### src/hw/rtl/hrht_pkg.sv
// ----------------------------------------------------------------------------
// hrht_pkg
// types, codes and byte constants shared by the response head tokenizer
// ----------------------------------------------------------------------------
package hrht_pkg;

  // parser phase
  typedef enum logic [2:0] {
    PH_VERSION = 3'd0,
    PH_STATUS  = 3'd1,
    PH_MESSAGE = 3'd2,
    PH_KEY     = 3'd3,
    PH_SKIP    = 3'd4,
    PH_VALUE   = 3'd5,
    PH_BODY    = 3'd6
  } phase_e;

  // role tag put on each word
  typedef enum logic [2:0] {
    ROLE_VERSION = 3'd0,
    ROLE_STATUS  = 3'd1,
    ROLE_MESSAGE = 3'd2,
    ROLE_KEY     = 3'd3,
    ROLE_VALUE   = 3'd4,
    ROLE_DELIM   = 3'd5,
    ROLE_BODY    = 3'd6
  } role_e;

  localparam logic [7:0] CH_CR    = 8'h0D;
  localparam logic [7:0] CH_SP    = 8'h20;
  localparam logic [7:0] CH_COLON = 8'h3A;
  localparam logic [7:0] CH_ZERO  = 8'h30;
  localparam logic [7:0] CH_NINE  = 8'h39;

  localparam int unsigned CodeW       = 10;
  localparam logic [1:0]  MaxDigits   = 2'd3;

  typedef struct packed {
    phase_e             phase;
    logic               expect_lf;
    logic               line_empty;
    logic [CodeW-1:0]   status_accum;
    logic [1:0]         digit_cnt;
    logic               status_bad;
  } parse_state_t;

  localparam parse_state_t StateRst = '{
    phase:        PH_VERSION,
    expect_lf:    1'b0,
    line_empty:   1'b0,
    status_accum: '0,
    digit_cnt:    2'd0,
    status_bad:   1'b0
  };

  typedef struct packed {
    logic [7:0]         byte_out;
    role_e              role;
    logic               field_end;
    logic [CodeW-1:0]   status_code;
    logic               status_valid;
    logic               head_done;
  } tok_result_t;

endpackage

### src/hw/rtl/http_response_head_tokenizer_core.sv
// ----------------------------------------------------------------------------
// http_response_head_tokenizer_core
// tags each byte of an http response with its role and decodes the status
// ----------------------------------------------------------------------------
//
//  channel | direction | handshake           | payload
//  --------+-----------+---------------------+-------------------------------
//  in      | sink      | in_valid_i/in_stall_o  | data_byte_i, last_byte_i
//  out     | source    | out_valid_o/out_stall_i| byte_out_o, role_o,
//          |           |                     | field_end_o, status_code_o,
//          |           |                     | status_valid_o, head_done_o
//
//  one word per cycle sustained while out is not stalled; an accepted word passes
//  the input register, then the result register, before it is offered on out
//  the parse state updates as a word moves from the input to the result register
//  reset clears the parse state and both valid flags; no clearing pass
//  a stall on out holds the result; the input register still takes one word,
//  after which in_stall_o follows out_stall_i
//
module http_response_head_tokenizer_core (
  input  logic       clk_i,
  input  logic       rst_ni,
  // input words
  input  logic       in_valid_i,
  output logic       in_stall_o,
  input  logic [7:0] data_byte_i,
  input  logic       last_byte_i,
  // tagged words
  output logic       out_valid_o,
  input  logic       out_stall_i,
  output logic [7:0] byte_out_o,
  output logic [2:0] role_o,
  output logic       field_end_o,
  output logic [9:0] status_code_o,
  output logic       status_valid_o,
  output logic       head_done_o
);
  import hrht_pkg::*;

  // input register
  logic         in_valid_q;
  logic [7:0]   data_q;
  logic         last_q;

  // parse state
  parse_state_t state_q, state_d;
  parse_state_t step_state;

  // result register
  logic         out_valid_q;
  tok_result_t  res_q;
  tok_result_t  step_res;

  logic out_free;
  logic in_accept;
  logic fire;

  // result slot is free when empty or drained this cycle
  assign out_free   = !out_valid_q || !out_stall_i;
  // the held word moves to the result register
  assign fire       = in_valid_q && out_free;
  // input register can take a word when empty or moving on
  assign in_stall_o = in_valid_q && !out_free;
  assign in_accept  = in_valid_i && !in_stall_o;

  hrht_step u_step (
    .state_i  (state_q),
    .data_i   (data_q),
    .state_o  (step_state),
    .result_o (step_res)
  );

  // last word of a response sends the parser back to the version phase
  always_comb begin
    state_d = state_q;
    if (fire) begin
      state_d = last_q ? StateRst : step_state;
    end
  end

  always_ff @(posedge clk_i or negedge rst_ni) begin
    if (!rst_ni) begin
      in_valid_q  <= 1'b0;
      out_valid_q <= 1'b0;
      state_q     <= StateRst;
    end else begin
      state_q <= state_d;
      if (in_accept) begin
        in_valid_q <= 1'b1;
      end else if (fire) begin
        in_valid_q <= 1'b0;
      end
      if (fire) begin
        out_valid_q <= 1'b1;
      end else if (!out_stall_i) begin
        out_valid_q <= 1'b0;
      end
    end
  end

  // payload registers, no reset
  always_ff @(posedge clk_i) begin
    if (in_accept) begin
      data_q <= data_byte_i;
      last_q <= last_byte_i;
    end
    if (fire) begin
      res_q <= step_res;
    end
  end

  assign out_valid_o    = out_valid_q;
  assign byte_out_o     = res_q.byte_out;
  assign role_o         = res_q.role;
  assign field_end_o    = res_q.field_end;
  assign status_code_o  = res_q.status_code;
  assign status_valid_o = res_q.status_valid;
  assign head_done_o    = res_q.head_done;

  // a field end or the end of the head is always tagged as a delimiter
  assert property (@(posedge clk_i) disable iff (!rst_ni)
    out_valid_o && (field_end_o || head_done_o) |-> role_o == ROLE_DELIM)
    else $error("field_end or head_done on a non-delimiter word");

  // a word never ends a field and the head together
  assert property (@(posedge clk_i) disable iff (!rst_ni)
    out_valid_o |-> !(field_end_o && head_done_o))
    else $error("field_end and head_done together");

  // after the last word of a response the parser is back at its reset state
  assert property (@(posedge clk_i) disable iff (!rst_ni)
    fire && last_q |=> state_q == StateRst)
    else $error("parser not reset after last word");

  // the status code stays within three decimal digits, at most 999
  assert property (@(posedge clk_i) disable iff (!rst_ni)
    out_valid_o |-> status_code_o <= 10'd999)
    else $error("status code out of range");

endmodule

### src/hw/rtl/hrht_step.sv
// ----------------------------------------------------------------------------
// hrht_step
// per-byte next state and role tag of the response head tokenizer
// ----------------------------------------------------------------------------
module hrht_step (
  input  hrht_pkg::parse_state_t state_i,
  input  logic [7:0]             data_i,
  output hrht_pkg::parse_state_t state_o,
  output hrht_pkg::tok_result_t  result_o
);
  import hrht_pkg::*;

  parse_state_t nxt;
  role_e        role;
  logic         fend;
  logic         hdone;
  logic         is_digit;
  logic [3:0]   digit;

  assign is_digit = (data_i >= CH_ZERO) && (data_i <= CH_NINE);
  assign digit    = data_i[3:0];

  always_comb begin
    nxt   = state_i;
    role  = ROLE_BODY;
    fend  = 1'b0;
    hdone = 1'b0;
    if (state_i.phase == PH_BODY || state_i.phase == phase_e'(3'd7)) begin
      role = ROLE_BODY;
    end else if (state_i.expect_lf) begin
      // second byte of a line end, taken as lf whatever it is
      role          = ROLE_DELIM;
      nxt.expect_lf = 1'b0;
      if (state_i.line_empty) begin
        hdone          = 1'b1;
        nxt.line_empty = 1'b0;
        nxt.phase      = PH_BODY;
      end else begin
        nxt.line_empty = 1'b1;
        nxt.phase      = PH_KEY;
      end
    end else if (data_i == CH_CR) begin
      role          = ROLE_DELIM;
      nxt.expect_lf = 1'b1;
      fend          = !state_i.line_empty;
    end else begin
      nxt.line_empty = 1'b0;
      unique case (state_i.phase)
        PH_VERSION: begin
          if (data_i == CH_SP) begin
            role      = ROLE_DELIM;
            fend      = 1'b1;
            nxt.phase = PH_STATUS;
          end else begin
            role = ROLE_VERSION;
          end
        end
        PH_STATUS: begin
          if (data_i == CH_SP) begin
            role      = ROLE_DELIM;
            fend      = 1'b1;
            nxt.phase = PH_MESSAGE;
          end else begin
            role = ROLE_STATUS;
            if (is_digit && state_i.digit_cnt < MaxDigits) begin
              // accum * 10 as two shifts, at most 999 after three digits
              nxt.status_accum = (state_i.status_accum << 3) + (state_i.status_accum << 1)
                                 + CodeW'(digit);
              nxt.digit_cnt    = state_i.digit_cnt + 2'd1;
            end else begin
              nxt.status_bad = 1'b1;
            end
          end
        end
        PH_MESSAGE: role = ROLE_MESSAGE;
        PH_KEY: begin
          if (data_i == CH_COLON) begin
            role      = ROLE_DELIM;
            fend      = 1'b1;
            nxt.phase = PH_SKIP;
          end else begin
            role = ROLE_KEY;
          end
        end
        PH_SKIP: begin
          role      = ROLE_DELIM;
          nxt.phase = PH_VALUE;
        end
        default: role = ROLE_VALUE;
      endcase
    end
  end

  assign state_o               = nxt;
  assign result_o.byte_out     = data_i;
  assign result_o.role         = role;
  assign result_o.field_end    = fend;
  assign result_o.status_code  = nxt.status_accum;
  assign result_o.status_valid = !nxt.status_bad;
  assign result_o.head_done    = hdone;

endmodule
### config.mk
export PLATFORM = sky130hd
export DESIGN_NAME = http_response_head_tokenizer_core
export DESIGN_NICKNAME = d
export VERILOG_FILES = /design/src/hw/rtl/hrht_pkg.sv /design/src/hw/rtl/http_response_head_tokenizer_core.sv /design/src/hw/rtl/hrht_step.sv
export SDC_FILE = /design/constraint.sdc
export NUM_CORES = 1
export LEC_CHECK = 0
export BUFFER_PORTS_ARGS = -buffer_cell sky130_fd_sc_hd__buf_2
export CORE_UTILIZATION = 30
export CTS_CLUSTER_SIZE = 20
export DETAILED_ROUTE_END_ITERATION = 8
export GPL_TIMING_DRIVEN = 1
export HOLD_SLACK_MARGIN = 0.03
export SLEW_MARGIN = 40
export SYNTH_ARGS = -nofsm -noshare
export SYNTH_HDL_FRONTEND = slang
export SYNTH_SLANG_ARGS = --single-unit
### constraint.sdc
create_clock -name clk_i -period 4.83 [get_ports clk_i]
set_clock_uncertainty 0.1 [all_clocks]
set_input_delay 0.2415 -clock clk_i [delete_from_list [all_inputs] [get_ports clk_i]]
set_output_delay 0.2415 -clock clk_i [all_outputs]
set_load 0.05 [all_outputs]
==> qor.yml <==
outcome:
  status: "finished clean"
yosys:
  synth_area_leaders: "edfxtp_1 (35%), dfrtp_1 (18%), ha_1 (6.7%)"
  syn_inst: 234
  syn_area_per_cell_um2: 11.99
  synthDistinctLibCells: 60
  synthMostInstantiatedCell: "edfxtp_1"
  synth_common_cells: "edfxtp_1 (33), dfrtp_1 (20), nand2_1 (16)"
  seq_area_frac_synth_pct: 53.14
  syn_area_um2: 2806
  ys.flop_type: "edfxtp_1"
  synth_area_leader_cell: "edfxtp_1"
  async_flop_share_pct: 37.74
  synth_fp_nets: 264
  synth_edf_count: 33
  yosys_warnings: 0
  yosysTopAreaCellShare_pct: 35.31
  ys_ff_latch: 53
placed_design:
  place.gp.congestion: 0.8279
  post_dp_cell_area_um2: 3085
  place_ws_ns: 1.994
  place_hpwl_um: 4150
  portBuffers: 38
sta:
  slew_viol_final: 0
  period_share_pct: 58.95
  setup_ws_ns: 1.983
  grt_setup_unrepaired: "false"
  finalHoldViolations: 0
  clock.fmax_ghz: 0.3512
  worst_pin_slew_ns: 0.5103
  setup_violations: 0
  slew_headroom_pct: 65.90
  setup_tns_ns: 0
  post-route-min-period_ns: 2.847
routing:
  firstDrtPassIters: 4
  wl_um: 5841
  ant_nets: 0
  routedWlPerCell_um: 14.98
  drc: 0
  drtIter0Drc: 134
  vias: 1999
  vias_per_cell: 5.126
clock_network:
  worstSkewPairLatency_ns: 0.30
  path_clk_slew_ns: 0.09
  ctsHtreeMaxLevel: 2
  cts_resized: 0
  cts_sinks: 53
  cts_tree: "yes"
  root_buffer: "clkbuf_8"
  cts_made_buffers: 5
  clockBufferDepth: 2
critical_path:
  critPathRequiredTime_ns: 4.78
  max_stage_delay_ns: 0.60
  cp_top_family: "adder cells"
  arrival_ns: 2.80
  crit_buf_inv: 2
  crit_chain: "inv_1 -> fa_1 -> inv_1 -> ha_1 -> a21oi_1 -> o211ai_1 -> o41ai_1 -> xnor2_1 -> o21ai_1"
  crit_path_frequent_cell: "inv_1"
  cp_slowest_cell: "fa_1"
  critPathCaptureType: "flip-flop"
  setup.worst_path.class: "flip-flop to flip-flop"
  path_max_fanout: 8
  cp-start-kind: "flip-flop"
floorplan:
  dieArea_um2: 9746
  die_h_um: 98.72
  fp.dieW_um: 98.72
  core_um2: 8891
  io_pins: 39
  start_util_pct: 31.56
  rows: 34
power_and_ir_drop:
  vdd_drop_max_uv: 135.5
  p_per_area_nw_per_um2: 317.3
  leakagePower_nw: 1.391
grt:
  grt_overflow: 0
  globalRouteTotalUtil_pct: 12.86
  antenna_found_initial: 0
  grt_pass1_vias: 1876
  grt_start_max_net_pins: 21
  grt_pass1_wl_um: 9666
worst_hold_path:
  min_path_type: "primary input to flip-flop"
final_layout:
  drive_gt1_share_pct: 20.57
  stdcell_area_um2: 3297
  area_delta_synth_final_pct: 17.48
  diodes: 0
  final_util_pct: 37.08
  fill_cells: 857
  final_nets: 311
job:
  drv_cap: 0
state kept, by name, summed over array words and instances, names as in the netlist:
| signal | cells |
|---|---|
| in_valid_q | 1 |
| state_q | 18 |
| data_q | 8 |
| byte_out_o | 8 |
| role_o | 3 |
| head_done_o | 1 |
| last_q | 1 |
| status_valid_o | 1 |
| status_code_o | 10 |
| out_valid_o | 1 |
| field_end_o | 1 |
worst paths after layout:
| check | slack [ns] | depth (start not counted) | to | startpoint |
|---|---|---|---|---|
| worst max-delay path | 1.98 | 9 | status_code_o[9]$_DFFE_PP_ | data_q[3]$_DFFE_PP_ |
| worst min-delay path | 0.07 | 3 | out_valid_o$_DFFE_PN0P_ | out_stall_i |
| worst max register to register | 1.98 | 9 | status_code_o[9]$_DFFE_PP_ | data_q[3]$_DFFE_PP_ |
| worst min register to register | 0.40 | 1 | state_q[12]$_DFFE_PN0P_ | state_q[12]$_DFFE_PN0P_ |
| max in group asynchronous | 3.95 | 2 | state_q[6]$_DFFE_PN0P_ | rst_ni |
| min in group asynchronous | 0.32 | 2 | state_q[17]$_DFFE_PN0P_ | rst_ni |
per-stage QoR:
| step | std cells | hold WS (ns) | power (mW) |
|---|---|---|---|
| 2_1_floorplan | 234 | -0.1541 | 0.7282 |
| 3_3_place_gp | 371 | 0.1430 | 0.7768 |
| 3_5_place_dp | 371 | 0.1512 | 0.7802 |
| 4_1_cts | 390 | 0.06269 | 1.058 |
| 5_1_grt | 390 | 0.06936 | 1.098 |
| 6_report | 390 | 0.07104 | 1.046 |
where the power goes:
part	total, mW	internal, mW	switching, mW	leakage, nW
combinational	0.206	0.0686	0.137	0.746
clock	0.271	0.130	0.141	0.0542
sequential	0.570	0.528	0.0421	0.591
logic make-up (layout without fill, tap and decap cells):
kind of cell | after synthesis | after routing | share of synthesized area, %
AO/OA/AOI/OAI | 57 | 57 | 14.94
XOR/XNOR | 6 | 6 | 1.872
adder cells (fa/ha/maj) | 17 | 17 | 8.114
buffers and inverters | 24 | 72 | 3.789
flip-flops | 53 | 53 | 53.14
multiplexers | 9 | 9 | 3.789
AND/OR/NAND/NOR | 68 | 68 | 14.36
layout make-up:
| class | instances | area, um2 | share of cell area, % |
|---|---|---|---|
| Clock buffer | 7 | 96.34 | 2.922 |
| Clock inverter | 1 | 5.005 | 0.1518 |
| Inverter | 14 | 52.55 | 1.594 |
| Multi-Input combinational cell | 157 | 1209 | 36.66 |
| Sequential cell | 53 | 1491 | 45.24 |
| Tap cell | 108 | 135.1 | 4.099 |
| Timing Repair Buffer | 50 | 307.8 | 9.336 |
worst register-to-register path, cell delays in order, from the launching register on:
cell,delay (ns)
edfxtp_1,0.50
inv_1,0.10
fa_1,0.60
inv_1,0.06
ha_1,0.30
a21oi_1,0.19
o211ai_1,0.15
o41ai_1,0.33
xnor2_1,0.19
o21ai_1,0.08
placed cells by master, fill, tap and decap left out, types with 9 or more instances in the layout:
master         Yosys  routed
buf_2              1      38
edfxtp_1          33      33
dfrtp_1           20      20
nand2_1           16      16
ha_1              15      15
inv_1             14      14
nor2_1            13      13
dlygate4sd3_1      0      11
a21oi_1            9       9
metal layers:
| layer | vias to the layer above | track usage [%] | routed length, um |
|---|---|---|---|
| met3 | 6 | 2.340 | 245 |
| met4 | 0 | 4.478 | 82 |
| met1 | 963 | 17.79 | 2822 |
| li1 | 968 | - | - |
| met2 | 62 | 20.31 | 2690 |
| met5 | - | 0 | 0 |
repair_timing:
action,CTS,global route
hold buffers,11,0
setup buffers,0,0
endpoints found under the hold margin,30,0
Power figures use the tool's default switching activity.
